`src/hdl/assert_macros.svh`:
```
// Assertion helpers for the module that checks its own logic (wft_back).
`ifndef ASSERT_MACROS_SVH
`define ASSERT_MACROS_SVH

`define CHECK_ALWAYS(lbl, cond, msg) \
  lbl: assert property (@(posedge clk) disable iff (rst) (cond)) else $error(msg);

`define CHECK_NEXT(lbl, trig, cond, msg) \
  lbl: assert property (@(posedge clk) disable iff (rst) (trig) |=> (cond)) else $error(msg);

`endif

```
`src/hdl/wft_pkg.sv`:
```
package wft_pkg;

  localparam int TABLE_ENTRIES = 512;
  localparam int WORD_LETTERS  = 19;
  localparam int QUEUE_DEPTH   = 2;

  localparam int ENTRY_W     = $clog2(TABLE_ENTRIES + 1);
  localparam int IDX_W       = $clog2(TABLE_ENTRIES);
  localparam int LEN_W       = $clog2(WORD_LETTERS + 1);
  localparam int LET_IDX_W   = (WORD_LETTERS > 1) ? $clog2(WORD_LETTERS) : 1;
  localparam int Q_PTR_W     = $clog2(QUEUE_DEPTH);
  localparam int Q_CNT_W     = $clog2(QUEUE_DEPTH + 1);
  localparam int ENTRY_OUT_W = 9;
  localparam int COUNT_W     = 10;
  localparam int POS_W       = 10;
  localparam int LENGTH_OUT_W = 5;

  localparam logic [COUNT_W-1:0] COUNT_MAX = '1;
  localparam logic [POS_W-1:0]   POS_MAX   = '1;

  localparam logic [1:0] REQ_CHAR  = 2'd0;
  localparam logic [1:0] REQ_CLEAR = 2'd1;
  localparam logic [1:0] REQ_END   = 2'd2;

  typedef logic [WORD_LETTERS-1:0][7:0] letters_t;

  typedef struct packed {
    logic             clear;
    letters_t         letters;
    logic [LEN_W-1:0] length;
    logic             over;
    logic [POS_W-1:0] position;
  } job_t;

  typedef struct packed {
    logic [ENTRY_OUT_W-1:0]  entry_index;
    logic                    is_new;
    logic [COUNT_W-1:0]      word_count;
    logic [LENGTH_OUT_W-1:0] word_length;
    logic [POS_W-1:0]        token_position;
    logic                    truncated;
    logic                    table_full;
  } result_t;

endpackage

```
`src/hdl/wft_front.sv`:
```
module wft_front (
  input  logic          clk,
  input  logic          rst,
  input  logic          in_valid,
  output logic          in_ready,
  input  logic [1:0]    req_type,
  input  logic [7:0]    ch,
  input  logic          q_full,
  output logic          push,
  output wft_pkg::job_t job
);

  wft_pkg::letters_t            letters;
  logic [wft_pkg::LEN_W-1:0]    count;
  logic                         in_token;
  logic                         over;
  logic [wft_pkg::POS_W-1:0]    position;
  logic                         accept;
  logic                         is_sep;
  logic                         is_letter;
  logic                         finish;

  assign in_ready = !q_full;
  assign accept   = in_valid && in_ready;

  always_comb begin
    is_sep    = ch inside {8'h20, 8'h09, 8'h0A};
    is_letter = ch inside {[8'h41:8'h5A], [8'h61:8'h7A]};
    finish    = in_token && ((req_type == wft_pkg::REQ_END) ||
                             ((req_type == wft_pkg::REQ_CHAR) && is_sep));
    push      = accept && (finish || (req_type == wft_pkg::REQ_CLEAR));
    job.clear    = (req_type == wft_pkg::REQ_CLEAR);
    job.letters  = letters;
    job.length   = count;
    job.over     = over;
    job.position = position;
  end

  always_ff @(posedge clk) begin
    if (rst) begin
      count    <= '0;
      in_token <= 1'b0;
      over     <= 1'b0;
      position <= wft_pkg::POS_W'(1);
    end else if (accept) begin
      if (req_type == wft_pkg::REQ_CLEAR) begin
        count    <= '0;
        in_token <= 1'b0;
        over     <= 1'b0;
        position <= wft_pkg::POS_W'(1);
      end else if (finish) begin
        count    <= '0;
        in_token <= 1'b0;
        over     <= 1'b0;
        if (position != wft_pkg::POS_MAX) begin
          position <= position + 1'b1;
        end
      end else if ((req_type == wft_pkg::REQ_CHAR) && !is_sep) begin
        in_token <= 1'b1;
        if (is_letter) begin
          if (count < wft_pkg::LEN_W'(wft_pkg::WORD_LETTERS)) begin
            letters[count[wft_pkg::LET_IDX_W-1:0]] <= ch | 8'h20;
            count <= count + 1'b1;
          end else begin
            over <= 1'b1;
          end
        end
      end
    end
  end

endmodule

```
`config.mk`:
```
export PLATFORM = sky130hd
export DESIGN_NAME = wft_front
export DESIGN_NICKNAME = d
export VERILOG_FILES = /design/src/hdl/assert_macros.svh /design/src/hdl/wft_pkg.sv /design/src/hdl/wft_front.sv
export SDC_FILE = /design/constraint.sdc
export NUM_CORES = 1
export LEC_CHECK = 0
export BUFFER_PORTS_ARGS = -buffer_cell sky130_fd_sc_hd__buf_2
export CORE_UTILIZATION = 30
export CTS_BUF_LIST = sky130_fd_sc_hd__clkbuf_8
export DETAILED_ROUTE_END_ITERATION = 7
export HOLD_SLACK_MARGIN = 0.05
export SYNTH_ARGS = -nofsm -noshare
export SYNTH_HDL_FRONTEND = slang
export SYNTH_SLANG_ARGS = --single-unit
```
`constraint.sdc`:
```
create_clock -name clk -period 2.6 [get_ports clk]
set_input_delay 0.52 -clock clk [delete_from_list [all_inputs] [get_ports clk]]
set_output_delay 0.52 -clock clk [all_outputs]
set_load 0.03 [all_outputs]
```
==> flow_summary.rst <==
.. list-table::
   :header-rows: 1

   * - Metric
     - Value
   * - Run status
     - complete, no violations
   * - Total number of vias
     - 3368
   * - Die Span X
     - roughly 140 um
   * - Residual antenna-violating net count after detailed routing
     - 0
   * - Top cell type's share of synthesized area
     - 73.9%
   * - Combinational family with the most area after synthesis
     - simple AND/OR/NAND/NOR gates
   * - Total congestion overflow after global routing
     - 0
   * - Buffer cell driving the clock tree root
     - sky130_fd_sc_hd__clkbuf_8
   * - Cts repair resizes
     - 0
   * - Buffer count from post-CTS setup fixing
     - 0
   * - Initial standard-cell utilization of the core
     - 30.9%
   * - Maximum fanout encountered on the critical timing path
     - 8
   * - Mean area per synthesized cell
     - 17.4 sq um
   * - Placed cells
     - 708
   * - Main area contributors after synthesis
     - sky130_fd_sc_hd__edfxtp_1 74%, sky130_fd_sc_hd__dfxtp_1 6.3%, sky130_fd_sc_hd__buf_4 2.8%
   * - Num CTS Buffers
     - 17
   * - CP Launch Type
     - input pin
   * - CTS tree
     - built
   * - Unique masters post-synth
     - 50
   * - Post-route setup TNS
     - 0 ns
   * - Fraction of registers with async set/reset
     - 0%
   * - Total die area
     - ~19000 sq um
   * - Ratio of final minimum period to clock period
     - 90.5%
   * - P_leak
     - 2.76 nW
   * - Slew Viols, Final
     - 0
   * - Compound-gate portion of the synthesized area
     - 6.73%
   * - TritonRoute pass-1 iters
     - 4
   * - Yosys warning total
     - 0
   * - Ratio of cells with drive above 1 in the final layout
     - 42.5%
   * - Share of synthesized cell area in and, or, nand and nor gates
     - under 10%
   * - Maximum level of the CTS H-tree
     - 4
   * - Number of buffers inserted by hold repair at cts
     - 0
   * - Clock Power Share
     - about two fifths
   * - Post-synth top cells
     - 133 x sky130_fd_sc_hd__edfxtp_1, 21 x sky130_fd_sc_hd__and3_1, 20 x sky130_fd_sc_hd__buf_4, 17 x sky130_fd_sc_hd__dfxtp_1, 14 x sky130_fd_sc_hd__nor2_1
   * - Number of antenna violations at the first check in global routing
     - 1
   * - Core Area
     - 17500 sq um
   * - Worst hold path class
     - in -> reg
   * - Number of DRC violations after detailed-routing iteration 0
     - 165
   * - Vertical extent of the die
     - 136 um
   * - Post-layout power
     - 4.55 mW
   * - Number of global-route vias before repair
     - 3242
   * - Clock Skews
     - 0.0129 ns
   * - Data required time of the worst path
     - 2.08 ns
   * - Largest net degree at the start of global routing
     - 23
   * - Quantity of I/O buffers inserted on ports
     - between 150 and 200
   * - FMAX
     - approximately 430 MHz
   * - Post-layout net count
     - between 500 and 600
   * - Synth Cell Area
     - 5410 sq um
   * - Most used standard cell by instance count after synthesis
     - sky130_fd_sc_hd__edfxtp_1
   * - Setup repair after global routing missed its margin
     - no
   * - Post-route DRC
     - 0
   * - Final setup violation count
     - 0
   * - Number of cells produced by synthesis
     - 310
   * - HPWL Detailed
     - about 10000 um
   * - Nature of the critical path endpoint
     - output port
   * - Post-layout minimum cycle time
     - 2.35 ns
   * - Worst EP arrival
     - 1.83 ns
   * - Proportion of synthesized area in mux cells
     - 0.208%
   * - Type of the worst setup path
     - in -> out
   * - Global-route wire length before repair
     - 19700 um
   * - Most area-hungry cell type in the Yosys netlist
     - sky130_fd_sc_hd__edfxtp_1
   * - Count of flip-flops with a built-in enable after synthesis
     - 133
   * - Fraction of power spent switching nets
     - 22.7%
   * - Synth Area in Adders
     - 1.16%
   * - Number of standard-cell rows in the floorplan
     - 48
   * - Proportion of power drawn by flip-flops and latches
     - 57.6%
   * - Internal cell power
     - between 3 and 4 mW
   * - Clock sink total
     - 150
   * - Routability congestion estimate
     - 0.835
   * - Non-filler cells, final
     - 741
   * - Worst Max-Slew Pin Slew
     - 0.546 ns
   * - CTS clk-pin slew, worst paths
     - 0.09 ns
   * - Filler Cells Inserted
     - around 1600
   * - Vias per Instance
     - 4.55
   * - Syn-to-layout area delta
     - 28.4%
   * - Top_reg_cell synth
     - sky130_fd_sc_hd__edfxtp_1
   * - Sw Pwr
     - around 1.0 mW
   * - Sequential area share after synthesis
     - 80.2%
   * - Number of max-cap violations
     - 0
   * - Headroom to the max-slew limit
     - 63.4%
   * - Synthesis-stage register bit count
     - 150
   * - Total power divided by cell area
     - 655 nW/um^2
   * - Clock Latency Late Sink
     - 0.44 ns
   * - Final count of hold timing violations
     - 0
   * - Final Routed Wirelength
     - approximately 14000 um
   * - Worst vdd ir
     - 0.000327 V
   * - Worst-case clock buffer depth
     - 2
   * - Xor-xnor portion of the synthesized cell area
     - less than 1%
   * - # IOs
     - ~190
   * - All-layer global routing usage
     - 15.2%
   * - DR WL/cell
     - 18.9 um
   * - Share of total power in combinational logic
     - 3.9%
## power by group through the flow
stage	clock, mW	combinational [mW]	sequential (mW)
after floorplan	0	0.104	2.68
after global placement	0	0.181	2.67
after detailed placement	0	0.181	2.67
after CTS	1.79	0.181	2.62
after global routing	1.89	0.193	2.62
final	1.75	0.178	2.62
## per-layer routing
| layer | up-vias | part of all wire [%] | wire length, um | GRT usage (%) |
|---|---|---|---|---|
| met5 | - | 0 | 0 | 0 |
| met4 | 0 | 1.6 | 225 | 5.99 |
| met3 | 16 | 6.9 | 964 | 4.10 |
| met2 | 161 | 48 | 6790 | 25.0 |
| met1 | 1637 | 43 | 6030 | 18.9 |
| li1 | 1554 | - | - | - |
## final timing paths
| kind | slack [ns] | from | cells past startpoint | to |
|---|---|---|---|---|
| max | 0.25 | ch[0] | 6 | push |
| min | 0.43 | ch[6] | 1 | job[150]$_DFFE_PP_ |
| max reg2reg | 0.44 | count[1]$_SDFFE_PP0P_ | 6 | job[131]$_DFFE_PP_ |
| min reg2reg | 0.50 | in_token$_SDFFE_PP0P_ | 2 | in_token$_SDFFE_PP0P_ |
## state kept, by name, summed over array words and instances, names as in the netlist
signal / cells
position: 10
job: 133
count: 5
in_token: 1
over: 1
## cell type report
cell class | instances | area (sq um) | area share, %
antenna | 1 | 2.50 | 0.0361
clock buffer | 17 | 234 | 3.37
clock inverter | 15 | 155 | 2.24
inverter | 9 | 33.8 | 0.487
multi-input combinational | 140 | 917 | 13.2
sequential | 150 | 4330 | 62.5
tap | 225 | 282 | 4.06
timing repair buffer | 184 | 981 | 14.1
## cells in the final DEF (no fill, tap or decap), types with 6 or more instances in the layout
| cell type | n |
|---|---|
| sky130_fd_sc_hd__and3_1 | 21 |
| sky130_fd_sc_hd__buf_2 | 165 |
| sky130_fd_sc_hd__buf_4 | 18 |
| sky130_fd_sc_hd__clkbuf_8 | 17 |
| sky130_fd_sc_hd__conb_1 | 19 |
| sky130_fd_sc_hd__dfxtp_1 | 17 |
| sky130_fd_sc_hd__edfxtp_1 | 133 |
| sky130_fd_sc_hd__inv_1 | 9 |
| sky130_fd_sc_hd__nand3_1 | 8 |
| sky130_fd_sc_hd__nor2_1 | 14 |
| sky130_fd_sc_hd__o311ai_0 | 6 |
## stage by stage
| stage | instance area, sq um | util, % | hold WS [ns] | setup slack [ns] |
|---|---|---|---|---|
| 2_1_floorplan | 5470 | - | 0.466 | 0.445 |
| 6_report | 6940 | 39.7 | 0.425 | 0.248 |
| 5_1_grt | 6940 | 39.7 | 0.395 | 0.0968 |
| 4_1_cts | 6940 | 39.7 | 0.404 | 0.234 |
| 3_5_place_dp | 6550 | 37.5 | 0.492 | 0.0875 |
| 3_3_place_gp | 6550 | 37.5 | 0.493 | 0.169 |
## worst max-delay path: stages
cell                       delay, ns
sky130_fd_sc_hd__buf_2          0.17
sky130_fd_sc_hd__nor3_1         0.27
sky130_fd_sc_hd__and2_1         0.22
sky130_fd_sc_hd__o211ai_2       0.18
sky130_fd_sc_hd__inv_1          0.22
sky130_fd_sc_hd__buf_2          0.24
## cells by family (layout without fill, tap and decap cells)
group,after synthesis,count (layout)
adder cells (fa/ha/maj),5,5
AO/OA/AOI/OAI,43,43
XOR/XNOR,2,2
multiplexers,1,1
AND/OR/NAND/NOR,70,70
buffers and inverters,38,225
flip-flops,150,150
other,1,20
Note: power is estimated with default switching activity, not from simulation.
