==> src/hdl/assert_macros.svh <==
// Assertion helpers for the module that checks its own logic (wft_back).
`ifndef ASSERT_MACROS_SVH
`define ASSERT_MACROS_SVH

`define CHECK_ALWAYS(lbl, cond, msg) \
  lbl: assert property (@(posedge clk) disable iff (rst) (cond)) else $error(msg);

`define CHECK_NEXT(lbl, trig, cond, msg) \
  lbl: assert property (@(posedge clk) disable iff (rst) (trig) |=> (cond)) else $error(msg);

`endif

==> src/hdl/wft_pkg.sv <==
package wft_pkg;

  localparam int TABLE_ENTRIES = 512;
  localparam int WORD_LETTERS  = 19;
  localparam int QUEUE_DEPTH   = 2;

  localparam int ENTRY_W     = $clog2(TABLE_ENTRIES + 1);
  localparam int IDX_W       = $clog2(TABLE_ENTRIES);
  localparam int LEN_W       = $clog2(WORD_LETTERS + 1);
  localparam int LET_IDX_W   = (WORD_LETTERS > 1) ? $clog2(WORD_LETTERS) : 1;
  localparam int Q_PTR_W     = $clog2(QUEUE_DEPTH);
  localparam int Q_CNT_W     = $clog2(QUEUE_DEPTH + 1);
  localparam int ENTRY_OUT_W = 9;
  localparam int COUNT_W     = 10;
  localparam int POS_W       = 10;
  localparam int LENGTH_OUT_W = 5;

  localparam logic [COUNT_W-1:0] COUNT_MAX = '1;
  localparam logic [POS_W-1:0]   POS_MAX   = '1;

  localparam logic [1:0] REQ_CHAR  = 2'd0;
  localparam logic [1:0] REQ_CLEAR = 2'd1;
  localparam logic [1:0] REQ_END   = 2'd2;

  typedef logic [WORD_LETTERS-1:0][7:0] letters_t;

  typedef struct packed {
    logic             clear;
    letters_t         letters;
    logic [LEN_W-1:0] length;
    logic             over;
    logic [POS_W-1:0] position;
  } job_t;

  typedef struct packed {
    logic [ENTRY_OUT_W-1:0]  entry_index;
    logic                    is_new;
    logic [COUNT_W-1:0]      word_count;
    logic [LENGTH_OUT_W-1:0] word_length;
    logic [POS_W-1:0]        token_position;
    logic                    truncated;
    logic                    table_full;
  } result_t;

endpackage

==> src/hdl/wft_queue.sv <==
module wft_queue (
  input  logic          clk,
  input  logic          rst,
  input  logic          push,
  input  wft_pkg::job_t push_job,
  output logic          full,
  input  logic          pop,
  output logic          valid,
  output wft_pkg::job_t head
);

  wft_pkg::job_t                slots [wft_pkg::QUEUE_DEPTH];
  logic [wft_pkg::Q_PTR_W-1:0]  wr_ptr;
  logic [wft_pkg::Q_PTR_W-1:0]  rd_ptr;
  logic [wft_pkg::Q_CNT_W-1:0]  fill;

  assign full  = (fill == wft_pkg::Q_CNT_W'(wft_pkg::QUEUE_DEPTH));
  assign valid = (fill != '0);
  assign head  = slots[rd_ptr];

  always_ff @(posedge clk) begin
    if (rst) begin
      wr_ptr <= '0;
      rd_ptr <= '0;
      fill   <= '0;
    end else begin
      if (push && !full) begin
        slots[wr_ptr] <= push_job;
        wr_ptr <= (wr_ptr == wft_pkg::Q_PTR_W'(wft_pkg::QUEUE_DEPTH - 1)) ? '0 : wr_ptr + 1'b1;
      end
      if (pop && valid) begin
        rd_ptr <= (rd_ptr == wft_pkg::Q_PTR_W'(wft_pkg::QUEUE_DEPTH - 1)) ? '0 : rd_ptr + 1'b1;
      end
      fill <= fill + wft_pkg::Q_CNT_W'(push && !full) - wft_pkg::Q_CNT_W'(pop && valid);
    end
  end

endmodule

==> config.mk <==
export PLATFORM = sky130hd
export DESIGN_NAME = wft_queue
export DESIGN_NICKNAME = d
export VERILOG_FILES = /design/src/hdl/assert_macros.svh /design/src/hdl/wft_pkg.sv /design/src/hdl/wft_queue.sv
export SDC_FILE = /design/constraint.sdc
export NUM_CORES = 1
export LEC_CHECK = 0
export BUFFER_PORTS_ARGS = -buffer_cell sky130_fd_sc_hd__buf_2
export CORE_AREA = 8 8 179 181
export CTS_CLUSTER_DIAMETER = 40
export DETAILED_ROUTE_END_ITERATION = 8
export DIE_AREA = 0 0 187 189
export PLACE_DENSITY = 0.68
export SLEW_MARGIN = 10
export SYNTH_ARGS = -nofsm -noshare
export SYNTH_HDL_FRONTEND = slang
export SYNTH_SLANG_ARGS = --single-unit
==> constraint.sdc <==
create_clock -name clk -period 22.9 [get_ports clk]
set_input_delay 1.145 -clock clk [delete_from_list [all_inputs] [get_ports clk]]
set_output_delay 1.145 -clock clk [all_outputs]
set_load 0.01 [all_outputs]
==> impl_results.md, run 1 <==
- Rows: 63
- Seq/Total Area, Yosys: 0.797
- DRT iter0 DRCs: 320
- Setup violators final: 0
- Commonest cells post-synth: edfxtp_1, mux2_4, mux2_2, buf_6
- Cell Area, Synth: 12900 um^2
- PortBufs: 343
- Post-place setup slack: 19320 ps
- Final Hold Viols: 0
- PwrDens: 113 nW/um^2
- Longest Clk Path Bufs: 3
- Reg2Reg Depth: 5
- Num CTS Buffers: 45
- Post-layout util: 0.562
- RR Startpoint: fill[1]$_SDFF_PP0_
- Max frequency: 244 MHz
- Number of unique standard cell types used by synthesis: 18
- Die Ht: 189 um
- Routability cong.: 0.721
- Vias/cell: 4.75
- Vias in the first global route: 6985
- Vias after detailed routing: 6460
- Skew-Pair Late Insertion Delay: 520 ps
- Total Routing Usage GR: 0.144
- Initial core utilization: 0.440
- Number of flops mapped to enable cells by yosys: 338
- Initial DRT Pass Iterations: 7
- Finished Layout Cells: 1361
- Register area: 10300 um^2
- Asr flop ratio synth: 0
- Worst Setup Start Kind: flop
- Number of setup buffers added after CTS: 0
- Setup crit end: head[153]
- Initial antenna violation count: 7
- Hold Crit Class: reg2reg
- Maximum vdd ir drop: 0.0726 mV
- Htree depth: 2
- CTS tree: done
- Die W: 187 um
- DRT antenna net count: 0
- CP required: 21760 ps
- R2R Setup Slk: 20500 ps
- Placed cells: 1274
- Min Tclk post-route: 4100 ps
- Arrival time at the worst endpoint: 2950 ps
- Worst hold slack: 520 ps
- Final wirelength: 26800 um
- Period utilisation layout: 0.179
- Slew HR: 0.296
- TNS Setup: 0 ps
- CP Capture Type: output pin
- Fillers: 2234
- Clk slew on worst S/H paths: 50 ps
- Yosys warnings: 0
- Post-Synthesis Cells: 551
- Top_reg_cell synth: edfxtp_1
- I/O pin total: 344
- Total power: 1.85 mW
- Clock Skews: 12.3 ps
- Global-route wire length before repair: 39700 um
- Type of the worst setup path: reg2out
- DIE AREA: 35300 um^2
- Clock sink count: 343
- CTS hold repair buffers: 0
- Number of max-cap violations: 0
- Resized cells post-CTS: 0
- Yosys top cell area share: 0.789
- Slew at the pin closest to its max-slew limit: 1060 ps
- Synthesis-to-finish area growth: 27.8%
- Cell taking the most area after synthesis: edfxtp_1
- Final worst setup slack: 18800 ps
- Mapped Avg Cell Area: 23.3 um^2
- Worst r2r dst: slots[1][113]$_DFFE_PP_
- Worst-path fanout max: 56
- Multi-input logic area: 2430 um^2
- Fin. max-slew vios: 0
- Nets: 1106
- Detailed Place HPWL: 18300 um
- Share of cells above drive strength 1: 0.623
- Post-Syn Nets: 726
- Status: finished clean
- Root Driver: clkbuf_16
- Placed instance area: 15000 um^2
- DR DRC count: 0
- Top cells by area, synth: edfxtp_1, mux2_4, mux2_2
- Most numerous cell in the Yosys netlist: edfxtp_1
- Per-cell routed wire length: 19.7 um
- Leakage: 6.28 nW
- RSZ-0062 raised after global routing: false
- Worst hold path stage count: 2
- Grt total ovfl: 0
- Core box area: 29200 um^2
- Design area: 16400 um^2
- Largest net degree at the start of global routing: 77
- Synthesized flop and latch total: 343
-- power breakdown --
group	switching [mW]	total, mW	internal [mW]
Clock	0.264	0.665	0.401
Combinational	0.193	0.401	0.207
Sequential	0.0291	0.787	0.758
-- layout by cell type (no fill, tap or decap), drive strengths merged --
cell / instances
buf: 352
bufinv: 3
edfxtp: 338
nand2b: 1
clkinvlp: 5
dfxtp: 5
nor3: 2
xnor2: 1
o21a: 1
ha: 2
nor2b: 3
mux2: 170
inv: 12
xor2: 1
and2: 1
clkinv: 15
diode: 6
or2: 1
nor3b: 1
nor2: 4
clkbuf: 47
-- routing by layer --
layer | share of wire | up-vias | track usage
met4 | 0.023 | 8 | 0.0510
met3 | 0.089 | 51 | 0.0563
met5 | 0.0016 | - | 0
met2 | 0.50 | 273 | 0.246
met1 | 0.38 | 3146 | 0.162
li1 | - | 2982 | -
-- flip-flops by register name, indices dropped and copies added, names as in the netlist, named ones only --
name / cells
rd_ptr: 1
wr_ptr: 1
slots: 338
fill: 2
-- worst max-delay path, cell delays in order (launching register included) --
cell	delay, ps
dfxtp_4	860
buf_4	900
mux2_2	420
buf_2	140
-- layout make-up --
| class | instances | share of cell area |
|---|---|---|
| antenna | 6 | 0.000914 |
| clock inverter | 34 | 0.0194 |
| multi-input combinational | 188 | 0.148 |
| sequential | 343 | 0.624 |
| clock buffer | 47 | 0.0690 |
| tap | 390 | 0.0297 |
| inverter | 1 | 0.000228 |
| timing repair buffer | 352 | 0.109 |
-- worst min path at each step --
stage	startpoint	endpoint
3_5_place_dp	rd_ptr$_SDFFE_PP0P_	flop
3_3_place_gp	rd_ptr$_SDFFE_PP0P_	rd_ptr$_SDFFE_PP0P_
6_report	rd_ptr$_SDFFE_PP0P_	rd_ptr$_SDFFE_PP0P_
5_1_grt	rd_ptr$_SDFFE_PP0P_	flop
2_1_floorplan	rd_ptr$_SDFFE_PP0P_	flop
4_1_cts	rd_ptr$_SDFFE_PP0P_	flop
-- cells by family after synthesis --
kind of cell             Yosys count  share of synthesized area
XOR/XNOR                           2                    0.00136
AO/OA/AOI/OAI                      1                   0.000584
multiplexers                     170                      0.178
buffers and inverters             20                     0.0145
flip-flops                       343                      0.797
adder cells (fa/ha/maj)            2                    0.00195
AND/OR/NAND/NOR                   13                    0.00603
No activity file was read; power rests on OpenSTA's default activity.
==> inputs of run 2 (changes only) <==
Settings changed: ABC_AREA from default to 1, PLACE_DENSITY 0.68 to 0.71.
Clock period 22.9 ns to 3.7 ns, I/O delays scaled along.
==> run 2 against run 1 <==
Effect of this change:
- via count increased by 13%
- total power rose to 6.1 times the previous value
- clock skew rose by 4.8 ps
- global-route usage rose by 2.3 points
- critical endpoint is now head[5]
- largest power group unchanged
- area after synthesis is essentially flat
- sequential cell count unchanged
- setup slack worse by 18000 ps
- first-iteration DRC count is 18% higher
==> impl_results.md, run 2 <==
- Period utilisation layout: 0.696
- Worst path buffer plus inverter count: 2
- CP Capture Type: output pin
- Cell taking the most area after synthesis: edfxtp_1
- Sw Share: 0.262
- Number of max-cap violations: 0
- Clock Skews: 17.1 ps
- Top flop regs: slots: 338 flops, fill: 2 flops
- Largest net degree at the start of global routing: 88
- Global-route wire length before repair: 46500 um
- Commonest cells post-synth: edfxtp_1, mux2_4, mux2_2, buf_6, nor2_1
- Htree depth: 2
- Cell Area, Synth: 12900 um^2
- Final wirelength: 30700 um
- Initial core utilization: 0.440
- Maximum vdd ir drop: 0.559 mV
- Core box area: 29200 um^2
- Synthesis-to-finish area growth: 41.7%
- Number of flops mapped to enable cells by yosys: 338
- DIE AREA: 35300 um^2
- Max frequency: 388 MHz
- Multi-input logic area: 2410 um^2
- DRT antenna net count: 0
- TNS Setup: 0 ps
- Slew HR: 0.380
- DR DRC count: 0
- Min Tclk post-route: 2580 ps
- Die W: 187 um
- Per-cell routed wire length: 19.8 um
- Total Routing Usage GR: 0.167
- Internal Power: 8.32 mW
- Largest delay contributor family on the critical path: flip-flops
- Fin. max-slew vios: 0
- Comb pwr share: 0.215
- Clock sink count: 343
- Die Ht: 189 um
- Yosys top cell area share: 0.789
- Initial DRT Pass Iterations: 4
- Register area: 10300 um^2
- Asr flop ratio synth: 0
- Skew-Pair Late Insertion Delay: 520 ps
- Most numerous cell in the Yosys netlist: edfxtp_1
- Hold Crit Class: in2reg
- Setup violators final: 0
- PwrDens: 618 nW/um^2
- DRT iter0 DRCs: 378
- Most frequent cells in the layout: buf_2, edfxtp_1, dlygate4sd3_1, mux2_4, mux2_2
- Initial antenna violation count: 3
- Synthesized flop and latch total: 343
- Slowest stage cell, crit path: dfxtp_4
- Number of setup buffers added after CTS: 0
- I/O pin total: 344
- GR Util met2: 0.294
- Vias after detailed routing: 7286
- Routability cong.: 0.733
- Seq/Total Area, Yosys: 0.796
- Psw: 2.95 mW
- Hold_sp: push
- Post-Synthesis Cells: 566
- Num CTS Buffers: 43
- RR Startpoint: fill[1]$_SDFF_PP0_
- Nets: 1299
- Root Driver: clkbuf_16
- Total power: 11.3 mW
- Rows: 63
- Crit-path cells: buf_4 -> mux2_2 -> buf_2
- Worst hold slack: 99.5 ps
- Leakage: 7.07 nW
- Vias/cell: 4.71
- Most Crowded Layer GR: met2
- Mapped Avg Cell Area: 22.7 um^2
- Largest stage delay on the critical path: 940 ps
- Final worst setup slack: 1120 ps
- Fillers: 2003
- Yosys warnings: 0
- Share of cells above drive strength 1: 0.519
- Worst-path fanout max: 55
- Type of the worst setup path: reg2out
- Post-Syn Nets: 741
- Arrival time at the worst endpoint: 2390 ps
- Clk slew on worst S/H paths: 60 ps
- Number of unique standard cell types used by synthesis: 13
- Longest Clk Path Bufs: 3
- Worst Setup Start Kind: flop
- Top_reg_cell synth: edfxtp_1
- RSZ-0062 raised after global routing: false
- Post-place setup slack: 1290 ps
- Biggest register: slots
- Commonest non-fill, non-tap cell in the layout: buf_2
- Top cells by area, synth: edfxtp_1, mux2_4, mux2_2
- Slew at the pin closest to its max-slew limit: 928 ps
- Grt total ovfl: 0
- Detailed Place HPWL: 19100 um
- Vias in the first global route: 8358
- GR Util met3: 0.0581
- Met1 usage: 0.187
- Status: finished clean
- PortBufs: 343
- Max FFs per register: 338
- CP required: 3510 ps
- Part of the power in registers: 0.428
- Final Hold Viols: 0
- Clock share of power: 0.356
- CTS tree: done
-- run 2: timing repair --
action | in CTS | in global routing
gates resized for setup | 0 | 0
endpoints found under the hold margin | 342 | 0
hold buffers | 171 | 0
-- run 2: per-layer routing --
metal / vias to the layer above / part of all wire
li1: 3364 / -
met1: 3569 / 0.39
met2: 296 / 0.51
met3: 55 / 0.079
met4: 2 / 0.025
met5: - / 0.00033
-- run 2: layout make-up --
type	count	area share
Clock inverter	28	0.0163
Multi-Input combinational cell	194	0.132
Clock buffer	49	0.0608
Timing Repair Buffer	532	0.199
Antenna cell	2	0.000274
Sequential cell	343	0.562
Inverter	10	0.00226
Tap cell	390	0.0268
-- run 2: final timing paths --
path,end,slack [ps],cells past startpoint
worst min register to register,flop,520,2
worst min-delay path,wr_ptr$_SDFFE_PP0P_,100,4
worst max-delay path,head[5],1120,3
worst max register to register,slots[0][20]$_DFFE_PP_,1200,6
-- run 2: worst register-to-register path, cell delays in order, from the launching register on --
cell	delay, ps
dfxtp_1	330
inv_1	100
nor2_1	140
nor2_1	80
nand2_1	130
clkinvlp_4	750
buf_12	540
-- run 2: kinds of logic after synthesis --
logic type / synth area share
AOI/OAI and AO/OA: 0.00117
adders and majority gates: 0.00194
muxes: 0.177
DFF: 0.796
buffers and inverters: 0.0171
and+or+nand+nor: 0.00603
-- run 2: power by group through the flow --
stage	sequential [mW]	clock [mW]	combinational [mW]
2_1_floorplan	4.83	0	1.53
3_3_place_gp	4.89	0	2.27
3_5_place_dp	4.91	0	2.29
4_1_cts	4.83	4.11	2.44
5_1_grt	4.87	4.26	2.59
6_report	4.83	4.02	2.43
-- run 2: stage by stage --
step	util	std cells	area [um^2]
after floorplan	-	566	12900
after detailed placement	0.517	1298	15100
after CTS	0.624	1546	18200
after global routing	0.624	1548	18200
after global placement	0.517	1298	15100
final	0.624	1548	18200
